[config.mk]
export PLATFORM = sky130hd
export DESIGN_NAME = ik_solution_selector
export DESIGN_NICKNAME = d
export VERILOG_FILES = /design/src/iks_pkg.sv /design/src/iks_joint_unit.sv /design/src/ik_solution_selector.sv
export SDC_FILE = /design/constraint.sdc
export NUM_CORES = 2
export LEC_CHECK = 0
export BUFFER_PORTS_ARGS = -buffer_cell sky130_fd_sc_hd__buf_2
export CAP_MARGIN = 20
export CORE_MARGIN = 2
export CORE_UTILIZATION = 25
export CTS_CLUSTER_SIZE = 24
export DETAILED_ROUTE_END_ITERATION = 8
export SYNTH_ARGS = -nofsm -noshare
export SYNTH_HDL_FRONTEND = slang
export SYNTH_SLANG_ARGS = --single-unit
[constraint.sdc]
create_clock -name clk -period 23.2 [get_ports clk]
set_input_delay 4.64 -clock clk [delete_from_list [all_inputs] [get_ports clk]]
set_output_delay 4.64 -clock clk [all_outputs]
set_load 0.005 [all_outputs]
[src/iks_pkg.sv]
// ----------------------------------------------------------------------------
// iks_pkg
// Shared constants, types and codes for the closest inverse-kinematics
// solution selector and its joint unit.
// ----------------------------------------------------------------------------
package iks_pkg;

  // joint and set sizes
  localparam int JOINT_COUNT    = 6;
  localparam int MAX_CANDIDATES = 8;
  localparam int JOINT_IDX_W    = 3;
  localparam int CNT_W          = 4;

  // angle formats: ANG_W is the port format, WIDE_W holds turn-shifted values
  // and differences against the current joints
  localparam int ANG_W  = 18;
  localparam int WIDE_W = 20;
  localparam int REM_W  = 16;
  localparam int SQ_W   = 2 * WIDE_W;
  localparam int ACC_W  = 44;
  localparam int DIST_W = 40;

  // stream payload widths
  localparam int IN_DATA_W  = 112;
  localparam int OUT_DATA_W = 112;
  localparam int CFG_IDX_W  = 3;

  // 2pi and pi in Q5.13, rounded to nearest
  localparam logic [ANG_W-1:0]         TWO_PI_MAG  = 18'd51472;
  localparam logic [ANG_W-1:0]         FOUR_PI_MAG = 18'd102944;
  localparam logic signed [WIDE_W-1:0] TWO_PI_W    = 20'sd51472;
  localparam logic signed [WIDE_W-1:0] PI_W        = 20'sd25736;
  localparam logic signed [WIDE_W-1:0] NEG_PI_W    = -20'sd25736;
  localparam logic signed [WIDE_W-1:0] ANG_MAX_W   = 20'sd131071;
  localparam logic signed [WIDE_W-1:0] ANG_MIN_W   = -20'sd131072;
  localparam logic signed [WIDE_W-1:0] ZERO_W      = '0;

  // distance saturation
  localparam logic [DIST_W-1:0] DIST_MAX     = {DIST_W{1'b1}};
  localparam logic [ACC_W-1:0]  DIST_MAX_ACC = {{(ACC_W-DIST_W){1'b0}}, DIST_MAX};

  // joint indexes
  localparam logic [JOINT_IDX_W-1:0] FIRST_WRIST = 3'd3;
  localparam logic [JOINT_IDX_W-1:0] LAST_JOINT  = 3'd5;
  localparam logic [JOINT_IDX_W-1:0] WRIST2_IDX  = 3'd4;
  localparam logic [JOINT_IDX_W-1:0] BASE_IDX    = 3'd0;

  // item modes
  localparam logic [1:0] MODE_LOAD  = 2'd0;
  localparam logic [1:0] MODE_CAND  = 2'd1;
  localparam logic [1:0] MODE_CLOSE = 2'd2;

  // configuration register indexes
  localparam logic [CFG_IDX_W-1:0] CFG_WRIST_ONLY = 3'd0;
  localparam logic [CFG_IDX_W-1:0] CFG_W1_UPPER   = 3'd1;
  localparam logic [CFG_IDX_W-1:0] CFG_W1_LOWER   = 3'd2;
  localparam logic [CFG_IDX_W-1:0] CFG_W2_UPPER   = 3'd3;
  localparam logic [CFG_IDX_W-1:0] CFG_W2_LOWER   = 3'd4;
  localparam logic [CFG_IDX_W-1:0] CFG_W3_UPPER   = 3'd5;
  localparam logic [CFG_IDX_W-1:0] CFG_W3_LOWER   = 3'd6;

  // bound reset values
  localparam logic signed [ANG_W-1:0] W1_UPPER_RST = -18'sd4289;
  localparam logic signed [ANG_W-1:0] W1_LOWER_RST = -18'sd34315;
  localparam logic signed [ANG_W-1:0] W2_UPPER_RST = 18'sd0;
  localparam logic signed [ANG_W-1:0] W2_LOWER_RST = -18'sd25736;
  localparam logic signed [ANG_W-1:0] W3_UPPER_RST = 18'sd715;
  localparam logic signed [ANG_W-1:0] W3_LOWER_RST = -18'sd31455;

  // sequencer states
  typedef enum logic [2:0] {
    S_IDLE,
    S_ISSUE,
    S_DRAIN,
    S_DECIDE,
    S_EMIT
  } iks_state_t;

  // one joint handed to the joint unit
  typedef struct packed {
    logic                   valid;
    logic [JOINT_IDX_W-1:0] idx;
    logic                   wrist;
    logic [ANG_W-1:0]       angle;
    logic [ANG_W-1:0]       now;
    logic [ANG_W-1:0]       up;
    logic [ANG_W-1:0]       lo;
  } joint_req_t;

  // one joint coming back from the joint unit
  typedef struct packed {
    logic                   valid;
    logic [JOINT_IDX_W-1:0] idx;
    logic [ANG_W-1:0]       q;
    logic                   ok;
    logic [ACC_W-1:0]       term;
  } joint_res_t;

endpackage

[src/iks_joint_unit.sv]
// ----------------------------------------------------------------------------
// iks_joint_unit
// Seven-stage joint unit: wraps one candidate angle, applies the wrist bound
// shift and the nearer-turn choice, and forms its weighted squared distance
// to the current joint. Takes one joint per cycle.
// ----------------------------------------------------------------------------
module iks_joint_unit
  import iks_pkg::*;
(
  input  logic       clk,
  input  logic       rst_n,
  input  joint_req_t req,
  output joint_res_t res
);

  // stage valid bits
  logic s1_valid_r, s2_valid_r, s3_valid_r, s4_valid_r, s5_valid_r, s6_valid_r;
  logic [JOINT_IDX_W-1:0] s1_idx_r, s2_idx_r, s3_idx_r, s4_idx_r, s5_idx_r, s6_idx_r;
  logic s1_wrist_r, s2_wrist_r, s3_wrist_r, s4_wrist_r, s5_wrist_r, s6_wrist_r;
  logic s3_ok_r, s4_ok_r, s5_ok_r, s6_ok_r;
  logic signed [WIDE_W-1:0] s1_now_r, s2_now_r, s3_now_r;
  logic signed [WIDE_W-1:0] s1_up_r, s1_lo_r, s2_up_r, s2_lo_r;
  logic                     s1_neg_r;
  logic [REM_W-1:0]         s1_rem_r;
  logic signed [WIDE_W-1:0] s2_q_r, s3_q_r, s4_q_r, s4_alt_r, s4_dg_r, s4_da_r;
  logic                     s4_turn_r;
  logic [ANG_W-1:0]         s5_q_r, s6_q_r;
  logic [WIDE_W-1:0]        s5_dmag_r;
  logic [SQ_W-1:0]          s6_sq_r;
  joint_res_t               res_r;

  // stage 0: magnitude reduced modulo 2pi
  logic [ANG_W-1:0] s0_mag, s0_rem;
  logic signed [WIDE_W-1:0] s0_now, s0_up, s0_lo;

  assign s0_mag = req.angle[ANG_W-1] ? (~req.angle + 1'b1) : req.angle;
  assign s0_now = $signed({{(WIDE_W-ANG_W){req.now[ANG_W-1]}}, req.now});
  assign s0_up  = $signed({{(WIDE_W-ANG_W){req.up[ANG_W-1]}}, req.up});
  assign s0_lo  = $signed({{(WIDE_W-ANG_W){req.lo[ANG_W-1]}}, req.lo});

  always_comb begin
    if (s0_mag >= FOUR_PI_MAG) begin
      s0_rem = s0_mag - FOUR_PI_MAG;
    end else if (s0_mag >= TWO_PI_MAG) begin
      s0_rem = s0_mag - TWO_PI_MAG;
    end else begin
      s0_rem = s0_mag;
    end
  end

  always_ff @(posedge clk) begin
    s1_idx_r   <= req.idx;
    s1_wrist_r <= req.wrist;
    s1_neg_r   <= req.angle[ANG_W-1];
    s1_rem_r   <= s0_rem[REM_W-1:0];
    s1_now_r   <= s0_now;
    s1_up_r    <= s0_up;
    s1_lo_r    <= s0_lo;
  end

  // stage 1: restore sign and fold into plus or minus pi
  logic signed [WIDE_W-1:0] s1_mag_s, s1_w, s1_fold;

  assign s1_mag_s = $signed({{(WIDE_W-REM_W){1'b0}}, s1_rem_r});
  assign s1_w     = s1_neg_r ? -s1_mag_s : s1_mag_s;

  always_comb begin
    if (s1_w > PI_W) begin
      s1_fold = s1_w - TWO_PI_W;
    end else if (s1_w < NEG_PI_W) begin
      s1_fold = s1_w + TWO_PI_W;
    end else begin
      s1_fold = s1_w;
    end
  end

  always_ff @(posedge clk) begin
    s2_idx_r   <= s1_idx_r;
    s2_wrist_r <= s1_wrist_r;
    s2_q_r     <= s1_fold;
    s2_now_r   <= s1_now_r;
    s2_up_r    <= s1_up_r;
    s2_lo_r    <= s1_lo_r;
  end

  // stage 2: wrist bound shift and bound check, normal rule only
  logic                     s2_bound_en;
  logic signed [WIDE_W-1:0] s2_qb;
  logic                     s2_ok;

  assign s2_bound_en = !s2_wrist_r && (s2_idx_r >= FIRST_WRIST);

  always_comb begin
    s2_qb = s2_q_r;
    if (s2_bound_en) begin
      if (s2_q_r > s2_up_r) begin
        s2_qb = s2_q_r - TWO_PI_W;
      end else if (s2_q_r < s2_lo_r) begin
        s2_qb = s2_q_r + TWO_PI_W;
      end
    end
  end

  assign s2_ok = !s2_bound_en || ((s2_qb > s2_lo_r) && (s2_qb < s2_up_r));

  always_ff @(posedge clk) begin
    s3_idx_r   <= s2_idx_r;
    s3_wrist_r <= s2_wrist_r;
    s3_q_r     <= s2_qb;
    s3_ok_r    <= s2_ok;
    s3_now_r   <= s2_now_r;
  end

  // stage 3: other turn and both differences
  logic signed [WIDE_W-1:0] s3_alt;

  assign s3_alt = (s3_q_r > ZERO_W) ? (s3_q_r - TWO_PI_W) : (s3_q_r + TWO_PI_W);

  always_ff @(posedge clk) begin
    s4_idx_r   <= s3_idx_r;
    s4_wrist_r <= s3_wrist_r;
    s4_ok_r    <= s3_ok_r;
    s4_q_r     <= s3_q_r;
    s4_alt_r   <= s3_alt;
    s4_dg_r    <= s3_now_r - s3_q_r;
    s4_da_r    <= s3_now_r - s3_alt;
    s4_turn_r  <= (s3_idx_r >= FIRST_WRIST) || ((s3_idx_r == BASE_IDX) && !s3_wrist_r);
  end

  // stage 4: pick the nearer turn, saturate the angle
  logic [WIDE_W-1:0]        s4_mag_g, s4_mag_a;
  logic                     s4_pick_go;
  logic signed [WIDE_W-1:0] s4_qf;
  logic [ANG_W-1:0]         s4_qsat;

  assign s4_mag_g   = s4_dg_r[WIDE_W-1] ? WIDE_W'(-s4_dg_r) : WIDE_W'(s4_dg_r);
  assign s4_mag_a   = s4_da_r[WIDE_W-1] ? WIDE_W'(-s4_da_r) : WIDE_W'(s4_da_r);
  assign s4_pick_go = !s4_turn_r || (s4_mag_g < s4_mag_a);
  assign s4_qf      = s4_pick_go ? s4_q_r : s4_alt_r;

  always_comb begin
    if (s4_qf > ANG_MAX_W) begin
      s4_qsat = ANG_MAX_W[ANG_W-1:0];
    end else if (s4_qf < ANG_MIN_W) begin
      s4_qsat = ANG_MIN_W[ANG_W-1:0];
    end else begin
      s4_qsat = s4_qf[ANG_W-1:0];
    end
  end

  always_ff @(posedge clk) begin
    s5_idx_r   <= s4_idx_r;
    s5_wrist_r <= s4_wrist_r;
    s5_ok_r    <= s4_ok_r;
    s5_q_r     <= s4_qsat;
    s5_dmag_r  <= s4_pick_go ? s4_mag_g : s4_mag_a;
  end

  // stage 5: square the difference
  always_ff @(posedge clk) begin
    s6_idx_r   <= s5_idx_r;
    s6_wrist_r <= s5_wrist_r;
    s6_ok_r    <= s5_ok_r;
    s6_q_r     <= s5_q_r;
    s6_sq_r    <= s5_dmag_r * s5_dmag_r;
  end

  // stage 6: weight the square
  logic [ACC_W-1:0] s6_ext, s6_term;
  logic             s6_arm;

  assign s6_ext = {{(ACC_W-SQ_W){1'b0}}, s6_sq_r};
  assign s6_arm = (s6_idx_r < FIRST_WRIST);

  always_comb begin
    if (s6_arm && s6_wrist_r) begin
      s6_term = '0;
    end else if (s6_arm) begin
      s6_term = s6_ext + (s6_ext << 3);
    end else begin
      s6_term = s6_ext;
    end
  end

  always_ff @(posedge clk) begin
    res_r.idx  <= s6_idx_r;
    res_r.q    <= s6_q_r;
    res_r.ok   <= s6_ok_r;
    res_r.term <= s6_term;
  end

  // valid chain
  always_ff @(posedge clk) begin
    if (!rst_n) begin
      s1_valid_r  <= 1'b0;
      s2_valid_r  <= 1'b0;
      s3_valid_r  <= 1'b0;
      s4_valid_r  <= 1'b0;
      s5_valid_r  <= 1'b0;
      s6_valid_r  <= 1'b0;
      res_r.valid <= 1'b0;
    end else begin
      s1_valid_r  <= req.valid;
      s2_valid_r  <= s1_valid_r;
      s3_valid_r  <= s2_valid_r;
      s4_valid_r  <= s3_valid_r;
      s5_valid_r  <= s4_valid_r;
      s6_valid_r  <= s5_valid_r;
      res_r.valid <= s6_valid_r;
    end
  end

  assign res = res_r;

endmodule

[src/ik_solution_selector.sv]
// ----------------------------------------------------------------------------
// ik_solution_selector
// Picks, from a set of up to eight six-joint inverse-kinematics candidates,
// the acceptable one closest to the arm's current joints. A mode-0 beat loads
// the current joints. A mode-1 beat is one candidate: its six joints go one
// per cycle through a seven-stage joint unit, and the sequencer then compares
// the summed distance with the best so far. A mode-2 beat closes the set.
// The input is not ready while a candidate is in work or a result waits to
// be loaded into the output register. Configuration writes are always taken
// and must only come while the block is idle.
// ----------------------------------------------------------------------------
module ik_solution_selector
  import iks_pkg::*;
(
  input  logic                  clk,
  input  logic                  rst_n,
  // input stream
  input  logic                  in_tvalid,
  output logic                  in_tready,
  input  logic [IN_DATA_W-1:0]  in_tdata,   // angle_0 .. angle_5, zero pad
  input  logic [1:0]            in_tuser,   // mode
  input  logic                  in_tlast,   // last_candidate
  // result stream
  output logic                  out_tvalid,
  input  logic                  out_tready,
  output logic [OUT_DATA_W-1:0] out_tdata,  // best_angle_0 .. best_angle_5, candidate_count
  output logic                  out_tuser,  // found
  // configuration writes
  input  logic                  cfg_valid,
  output logic                  cfg_ready,
  input  logic [CFG_IDX_W-1:0]  cfg_index,
  input  logic [ANG_W-1:0]      cfg_data
);

  iks_state_t state_r, state_nxt;

  logic                   wrist_only_r;
  logic [ANG_W-1:0]       w1_up_r, w1_lo_r, w2_up_r, w2_lo_r, w3_up_r, w3_lo_r;
  logic [ANG_W-1:0]       cur_r  [JOINT_COUNT];
  logic [ANG_W-1:0]       cand_r [JOINT_COUNT];
  logic [ANG_W-1:0]       q_r    [JOINT_COUNT];
  logic [ANG_W-1:0]       best_r [JOINT_COUNT];
  logic                   last_r;
  logic [JOINT_IDX_W-1:0] issue_r;
  logic [ACC_W-1:0]       acc_r;
  logic                   ok_r;
  logic [DIST_W-1:0]      best_dist_r;
  logic                   have_best_r;
  logic [CNT_W-1:0]       seen_r;
  logic                   out_tvalid_r;
  logic [OUT_DATA_W-1:0]  out_tdata_r;
  logic                   out_tuser_r;

  logic       in_acc, out_free, emit_go;
  joint_req_t req;
  joint_res_t res;

  assign in_acc   = in_tvalid && in_tready;
  assign out_free = !out_tvalid_r || out_tready;
  assign emit_go  = (state_r == S_EMIT) && out_free;

  // configuration registers
  assign cfg_ready = 1'b1;

  always_ff @(posedge clk) begin
    if (!rst_n) begin
      wrist_only_r <= 1'b0;
      w1_up_r      <= W1_UPPER_RST;
      w1_lo_r      <= W1_LOWER_RST;
      w2_up_r      <= W2_UPPER_RST;
      w2_lo_r      <= W2_LOWER_RST;
      w3_up_r      <= W3_UPPER_RST;
      w3_lo_r      <= W3_LOWER_RST;
    end else if (cfg_valid && cfg_ready) begin
      case (cfg_index)
        CFG_WRIST_ONLY: wrist_only_r <= cfg_data[0];
        CFG_W1_UPPER:   w1_up_r      <= cfg_data;
        CFG_W1_LOWER:   w1_lo_r      <= cfg_data;
        CFG_W2_UPPER:   w2_up_r      <= cfg_data;
        CFG_W2_LOWER:   w2_lo_r      <= cfg_data;
        CFG_W3_UPPER:   w3_up_r      <= cfg_data;
        CFG_W3_LOWER:   w3_lo_r      <= cfg_data;
        default: ;
      endcase
    end
  end

  // sequencer
  always_ff @(posedge clk) begin
    if (!rst_n) begin
      state_r <= S_IDLE;
    end else begin
      state_r <= state_nxt;
    end
  end

  always_comb begin
    state_nxt = state_r;
    in_tready = 1'b0;
    case (state_r)
      S_IDLE: begin
        in_tready = 1'b1;
        if (in_tvalid) begin
          if (in_tuser == MODE_CAND) begin
            state_nxt = S_ISSUE;
          end else if (in_tuser == MODE_CLOSE) begin
            state_nxt = S_EMIT;
          end
        end
      end
      S_ISSUE: begin
        if (issue_r == LAST_JOINT) begin
          state_nxt = S_DRAIN;
        end
      end
      S_DRAIN: begin
        if (res.valid && (res.idx == LAST_JOINT)) begin
          state_nxt = S_DECIDE;
        end
      end
      S_DECIDE: begin
        if (last_r || (seen_r >= CNT_W'(MAX_CANDIDATES))) begin
          state_nxt = S_EMIT;
        end else begin
          state_nxt = S_IDLE;
        end
      end
      S_EMIT: begin
        if (out_free) begin
          state_nxt = S_IDLE;
        end
      end
      default: state_nxt = S_IDLE;
    endcase
  end

  // current joints and the candidate being worked on
  always_ff @(posedge clk) begin
    if (!rst_n) begin
      for (int j = 0; j < JOINT_COUNT; j++) begin
        cur_r[j] <= '0;
      end
    end else if (in_acc && (in_tuser == MODE_LOAD)) begin
      for (int j = 0; j < JOINT_COUNT; j++) begin
        cur_r[j] <= in_tdata[ANG_W*j +: ANG_W];
      end
    end
  end

  always_ff @(posedge clk) begin
    if (in_acc && (in_tuser == MODE_CAND)) begin
      for (int j = 0; j < JOINT_COUNT; j++) begin
        cand_r[j] <= in_tdata[ANG_W*j +: ANG_W];
      end
      last_r <= in_tlast;
    end
  end

  // joint issue counter
  always_ff @(posedge clk) begin
    if (!rst_n) begin
      issue_r <= '0;
    end else if (state_r == S_ISSUE) begin
      issue_r <= (issue_r == LAST_JOINT) ? '0 : issue_r + 1'b1;
    end
  end

  // joint request
  always_comb begin
    req.valid = (state_r == S_ISSUE);
    req.idx   = issue_r;
    req.wrist = wrist_only_r;
    req.angle = cand_r[issue_r];
    req.now   = cur_r[issue_r];
    case (issue_r)
      FIRST_WRIST: begin
        req.up = w1_up_r;
        req.lo = w1_lo_r;
      end
      WRIST2_IDX: begin
        req.up = w2_up_r;
        req.lo = w2_lo_r;
      end
      LAST_JOINT: begin
        req.up = w3_up_r;
        req.lo = w3_lo_r;
      end
      default: begin
        req.up = '0;
        req.lo = '0;
      end
    endcase
  end

  iks_joint_unit u_joint (
    .clk   (clk),
    .rst_n (rst_n),
    .req   (req),
    .res   (res)
  );

  // collect joint results
  always_ff @(posedge clk) begin
    if (in_acc && (in_tuser == MODE_CAND)) begin
      acc_r <= '0;
      ok_r  <= 1'b1;
    end else if (res.valid) begin
      acc_r        <= acc_r + res.term;
      ok_r         <= ok_r && res.ok;
      q_r[res.idx] <= res.q;
    end
  end

  // candidate decision
  logic [DIST_W-1:0] dist_sat;
  logic              cur0_neg, cur0_pos, q0_neg, q0_pos, skip, take;

  assign dist_sat = (acc_r > DIST_MAX_ACC) ? DIST_MAX : acc_r[DIST_W-1:0];
  assign cur0_neg = cur_r[0][ANG_W-1];
  assign cur0_pos = !cur_r[0][ANG_W-1] && (cur_r[0] != '0);
  assign q0_neg   = q_r[0][ANG_W-1];
  assign q0_pos   = !q_r[0][ANG_W-1] && (q_r[0] != '0);
  assign skip     = wrist_only_r && ((cur0_neg && q0_pos) || (cur0_pos && q0_neg));
  assign take     = ok_r && !skip && (!have_best_r || (dist_sat < best_dist_r));

  // best so far and set count
  always_ff @(posedge clk) begin
    if (!rst_n) begin
      for (int j = 0; j < JOINT_COUNT; j++) begin
        best_r[j] <= '0;
      end
      best_dist_r <= DIST_MAX;
      have_best_r <= 1'b0;
      seen_r      <= '0;
    end else if (emit_go) begin
      for (int j = 0; j < JOINT_COUNT; j++) begin
        best_r[j] <= '0;
      end
      best_dist_r <= DIST_MAX;
      have_best_r <= 1'b0;
      seen_r      <= '0;
    end else begin
      if (in_acc && (in_tuser == MODE_CAND) && (seen_r != {CNT_W{1'b1}})) begin
        seen_r <= seen_r + 1'b1;
      end
      if ((state_r == S_DECIDE) && take) begin
        for (int j = 0; j < JOINT_COUNT; j++) begin
          best_r[j] <= q_r[j];
        end
        best_dist_r <= dist_sat;
        have_best_r <= 1'b1;
      end
    end
  end

  // output register
  always_ff @(posedge clk) begin
    if (!rst_n) begin
      out_tvalid_r <= 1'b0;
    end else if (emit_go) begin
      out_tvalid_r <= 1'b1;
    end else if (out_tready) begin
      out_tvalid_r <= 1'b0;
    end
  end

  always_ff @(posedge clk) begin
    if (emit_go) begin
      for (int j = 0; j < JOINT_COUNT; j++) begin
        out_tdata_r[ANG_W*j +: ANG_W] <= best_r[j];
      end
      out_tdata_r[OUT_DATA_W-1 -: CNT_W] <= seen_r;
      out_tuser_r <= have_best_r;
    end
  end

  assign out_tvalid = out_tvalid_r;
  assign out_tdata  = out_tdata_r;
  assign out_tuser  = out_tuser_r;

`ifndef SYNTHESIS
  // joint results only come back while a candidate is in work
  a_res_in_run: assert property (@(posedge clk) disable iff (!rst_n)
    res.valid |-> (state_r == S_ISSUE || state_r == S_DRAIN))
    else $error("joint result outside candidate work");

  // the set never grows past its limit
  a_seen_limit: assert property (@(posedge clk) disable iff (!rst_n)
    seen_r <= CNT_W'(MAX_CANDIDATES))
    else $error("candidate count past set limit");

  // a not-found result carries zero angles
  a_not_found_zero: assert property (@(posedge clk) disable iff (!rst_n)
    (out_tvalid_r && !out_tuser_r) |-> (out_tdata_r[ANG_W*JOINT_COUNT-1:0] == '0))
    else $error("not-found result with nonzero angles");

  // the best is only dropped by closing a set
  a_best_cleared_on_emit: assert property (@(posedge clk) disable iff (!rst_n)
    $fell(have_best_r) |-> ($past(state_r) == S_EMIT))
    else $error("best solution lost outside emit");

  // a candidate in work blocks the input
  a_busy_not_ready: assert property (@(posedge clk) disable iff (!rst_n)
    (state_r == S_DRAIN) |=> !in_tready || $past(res.valid && res.idx == LAST_JOINT))
    else $error("input ready while candidate in work");
`endif

endmodule
# Word-level counts from Yosys, hierarchy flattened
# Memories as Yosys holds them, arrays and structs flattened. A register that Yosys moved wholly into a read port is not among the register bits.
# Index checks and enable logic that the tools add are counted.
# op_classes
add_sub_neg,18
multipliers,1
div,0
magnitude_cmp,18
n_eq_ne,22
n_shift,0
n_mux,66
bitwise,21
n_reduce_logical,52
# ops
op,n
$mux 18,20
$mux 20,11
$pmux 36 s3,1
$mux 40,2
$add 20x17->20 const B,3
$sub 20x17->20 const B,3
$add 40x43->44,1
$add 44x44->44,1
$gt 44x40->1 const B,1
$gt 20x18->1,2
$lt 20x18->1,2
$lt 40x40->1,1
$mul 20x20->40,1
$neg 20->20,2
$sub 18x20->20,2
$reduce_bool 18->1,2
$mux 16,2
$sub 16x16->16 const B,2
$mux 3,10
$eq 3x3->1 const B,7
$gt 20x1->1 const B,1
$gt 20x16->1 const B,1
$gt 20x18->1 const B,1
$lt 20x16->1 const B,1
32 further kinds,118
# totals
regBits,763
latch_bits,0
ram_bits,432
romBits,0
in_bits,141
elab_cells,267
n_memories,4
# mem_list
memory,depth,width,rd,rd_clocked_by_memory_dff,wr,line_no,text
best_r,6,18,6,6,6,ik_solution_selector.sv:42,logic [ANG_W-1:0] best_r [JOINT_COUNT];
cand_r,6,18,1,1,6,ik_solution_selector.sv:40,logic [ANG_W-1:0] cand_r [JOINT_COUNT];
cur_r,6,18,2,1,6,ik_solution_selector.sv:39,logic [ANG_W-1:0] cur_r [JOINT_COUNT];
q_r,6,18,6,0,1,ik_solution_selector.sv:41,logic [ANG_W-1:0] q_r [JOINT_COUNT];

# Logic depth before layout (Yosys ltp)
# An unclocked memory read counts as a cell.
# logic_depth
word_depth,15
depth_mapped,30
ltp_nobuf,29

# Modules after synthesis
# Synthesis repeated with hierarchy kept, for this count alone.
# unflattened
cells_unflattened,5763
area_unflattened_um2,62298.5
# by_module_without_submodules
module,n_inst,cells_per_inst,area_each_um2
iks_joint_unit,1,3333,31271.2
ik_solution_selector,1,2430,31027.3

# Worst setup path after synthesis
# OpenSTA, ideal clock, no wires.
# synth_timing
path_kind,in2reg
start,input port in_tuser[1]
end,"memory cand_r[0][0], enable pin"
t_arrival_ns,8.248
t_required_ns,22.684
setup_slack_ns,14.436
path_stages,5
cell_sequence,inv_1 -> ha_1 -> nand3_1 -> clkinv_1 -> clkbuf_1
# synth_lines
element,line_no,text
from (decl),ik_solution_selector.sv:21,"input logic [1:0] in_tuser,"
to (decl),ik_solution_selector.sv:40,

# Final worst setup path
# layout_timing
start,register u_joint.s5_dmag_r[6]
end,register u_joint.s6_sq_r[39]
# layout_via
elab_chain_cells,1
# layout_lines
element,line_no,text
from (decl),iks_joint_unit.sv:28,logic [WIDE_W-1:0] s5_dmag_r;
from (signal assigned),iks_joint_unit.sv:156,s5_dmag_r <= s4_pick_go ? s4_mag_g : s4_mag_a;
$mul 20x20->40,iks_joint_unit.sv:165,s6_sq_r <= s5_dmag_r * s5_dmag_r;
to (signal assigned),iks_joint_unit.sv:165,
to (decl),iks_joint_unit.sv:29,logic [SQ_W-1:0] s6_sq_r;
# No other way between the ends.
# A chain may end at the register's enable or synchronous reset.

==> out/summary.txt <==
register bit count reported by yosys -> 1206
placed cells -> 9136
register area share after synthesis -> 0.475
Peak Freq -> 125 MHz
status -> finished clean
I/O pin count -> 257
Post-synth EDFFs -> 546
Worst-Margin Slew -> 1.08 ns
total grt overflow -> 0
crit path kind -> reg -> reg
DR vias/cell -> 4.49
slew margin rel. -> 0.270
CTS H-tree lvls -> 3
Clock Latency Late Sink -> 0.80 ns
clk root buf -> clkbuf_16
I/O Buffers -> 251
clk sinks -> 1206
Die Wd -> 503 microns
DR vias -> 42000
Worst Setup SP -> u_joint.s5_dmag_r[6]
critical hold path startpoint -> u_joint.s5_q_r[13]
ys flop type -> dfxtp_1
core area -> 248000 sq um
Slew Viols, Final -> 0
Hold Crit Class -> reg -> reg
Hold Vio Cnt, Final -> 0
largest net degree at the start of global routing -> 109
filler instances -> 25600
WL/cell -> 15.9 microns
Final nets -> 6768
Post-Syn Area -> 62300 sq um
Synthesized Nets -> 6541
Die ar. -> 253000 sq um
Tcrit/Tclk final -> 0.346
Finished Layout Cells -> 9356
pre-CTS setup slack -> 15.18 ns
setup repair bufs after CTS -> 0
startpoint class of the critical path -> register
Longest Clk Path Bufs -> 3
setup ws final -> 15.18 ns
RSZ-0062 raised after global routing -> no
cell row count -> 183
cell area after layout -> 71400 sq um
Crit path required time -> 23.88 ns
CP max FO -> 17
Clock Skew -> 0.102 ns
Syn Inst Count -> 5695
element type at the critical path end -> register
cts bufs inserted -> 114
first-pass GRT wire length -> 232 mm
post-detail-place hpwl -> 109 mm
initial core utilization -> 0.251
Routability Congestion -> 0.858
Worst EP arrival -> 8.70 ns
die height -> 503 microns
YS warnings -> 0
share of cells above drive strength 1 -> 0.0992
Routed WL -> 148 mm
1st-iter DRT viols -> 3084
Reg-to-Reg Start -> u_joint.s5_dmag_r[6]
min Tclk post-route -> 8.02 ns
area grow syn2layout -> 14.6%
Tot GR Track Use -> 0.115
Yosys top cell area share -> 0.263
largest area contributor in the netlist -> edfxtp_1
endpoints failing setup -> 0
count of cell types in the netlist -> 103
Syn Area/Cell -> 10.9 sq um
most common cell after layout, fill and taps aside -> dfxtp_1
initial antenna violation count -> 23
number of global-route vias before repair -> 42200
post-CTS sizing -> 0
most frequent cells in the layout -> dfxtp_1 (656), inv_1 (613), edfxtp_1 (546)
number of hold buffers added after CTS -> 0
Reg clk slew, reported paths -> 0.07 ns
TritonCTS clock tree -> done
DP Area -> 67500 sq um
Pre-antenna DRT Iters -> 6
residual DRC count -> 0
Final ANT Viol Nets -> 0
Post-synth ARST share -> 0
max capacitance violation total -> 0
top cells by area, synth -> edfxtp_1 (26%), dfxtp_1 (21%), fa_1 (9.0%), ha_1 (8.5%), inv_1 (3.7%)
Setup TNS -> 0 ns
## per-stage QoR
step	hold slack, ns	utilization
4_1_cts	0.316	0.288
3_5_place_dp	0.312	0.272
3_3_place_gp	0.311	0.272
6_report	0.316	0.288
5_1_grt	0.323	0.288
2_1_floorplan	0.310	-
## cell families (layout without fill, tap and decap cells)
group,after synthesis,count (layout),synth area share
buffers and inverters,811,1133,0.0498
other,1,10,0.0000602
DFF,1206,1206,0.475
AOI/OAI and AO/OA,988,988,0.108
xor gates and xnor gates,260,260,0.0369
muxes,147,147,0.0301
and+or+nand+nor,1577,1577,0.125
adders and majority gates,705,705,0.175
## state kept, by name, indices dropped and copies added, names as in the netlist, 20 cells and up, named ones only
register           count
q_r                  108
u_joint.s5_dmag_r     20
cur_r                108
out_tdata            112
cand_r               108
u_joint.s2_q_r        20
acc_r                 44
best_r               108
u_joint.s4_dg_r       20
u_joint.s6_sq_r       39
u_joint.s4_q_r        20
u_joint.s3_q_r        20
u_joint.res           66
best_dist_r           40
## worst max-delay path, stage by stage, from the launching register on
cell and delay (ns):
dfxtp_1 1.04, inv_1 0.30, nor2_1 0.38, fa_1 0.49, inv_1 0.08, fa_1 0.43
fa_1 0.51, inv_1 0.05, fa_1 0.46, fa_1 0.45, fa_1 0.52, inv_1 0.06
fa_1 0.53, inv_1 0.04, ha_1 0.36, a21o_1 0.20, a21o_1 0.17, a221o_1 0.32
a221o_1 0.42, o211a_1 0.27, nand3_1 0.12, a311oi_1 0.15, a41o_1 0.28, a21oi_1 0.17
xnor2_1 0.14
## final timing paths
kind / endpoint / slack [ns] / depth (start not counted)
setup / recovery: u_joint.s6_sq_r[39] / 15.18 / 24
hold / removal: u_joint.s6_q_r[13] / 0.32 / 0
setup reg to reg: u_joint.s6_sq_r[39] / 15.18 / 24
hold reg to reg: u_joint.s6_q_r[13] / 0.32 / 0
## final cells by class
| cell class | count | area [sq um] | share of cell area |
|---|---|---|---|
| Antenna cell | 9 | 22.5 | 0.000316 |
| Clock buffer | 151 | 3130 | 0.0439 |
| Clock inverter | 60 | 724 | 0.0101 |
| Inverter | 616 | 2320 | 0.0325 |
| Multi-Input combinational cell | 3678 | 29700 | 0.416 |
| Sequential cell | 1206 | 29600 | 0.415 |
| Tap cell | 3330 | 4170 | 0.0584 |
| Timing Repair Buffer | 306 | 1680 | 0.0236 |
## Yosys cell counts, drive strengths merged (15+ instances only)
cell,count
dfxtp,660
a31oi,38
mux2i,97
a21oi,278
mux2,21
o21a,35
o22ai,16
a222oi,36
o31ai,31
and2,320
edfxtp,546
buf,26
nor4,22
nor2b,39
and3,19
xor2,110
nand4,45
o21ai,165
fa,281
a211oi,29
xnor2,150
nand3,118
a21o,127
nand2,547
or2,15
nand2b,82
clkbuf,169
nor3,58
o21bai,39
o22a,40
ha,424
or3,23
mux4,29
inv,615
nor2,241
## layer usage
layer / up-vias / part of all wire / routed length [microns] / track usage
li1: 20100 / - / - / -
met1: 20500 / 0.45 / 67500 / 0.156
met2: 1118 / 0.46 / 67700 / 0.187
met3: 249 / 0.065 / 9600 / 0.0208
met4: 26 / 0.023 / 3410 / 0.0309
met5: - / 0.0012 / 183 / 0
Power is left out: the tool's default activity adds up to more than one toggle a clock period on the data nets, which glitch-free logic cannot reach.
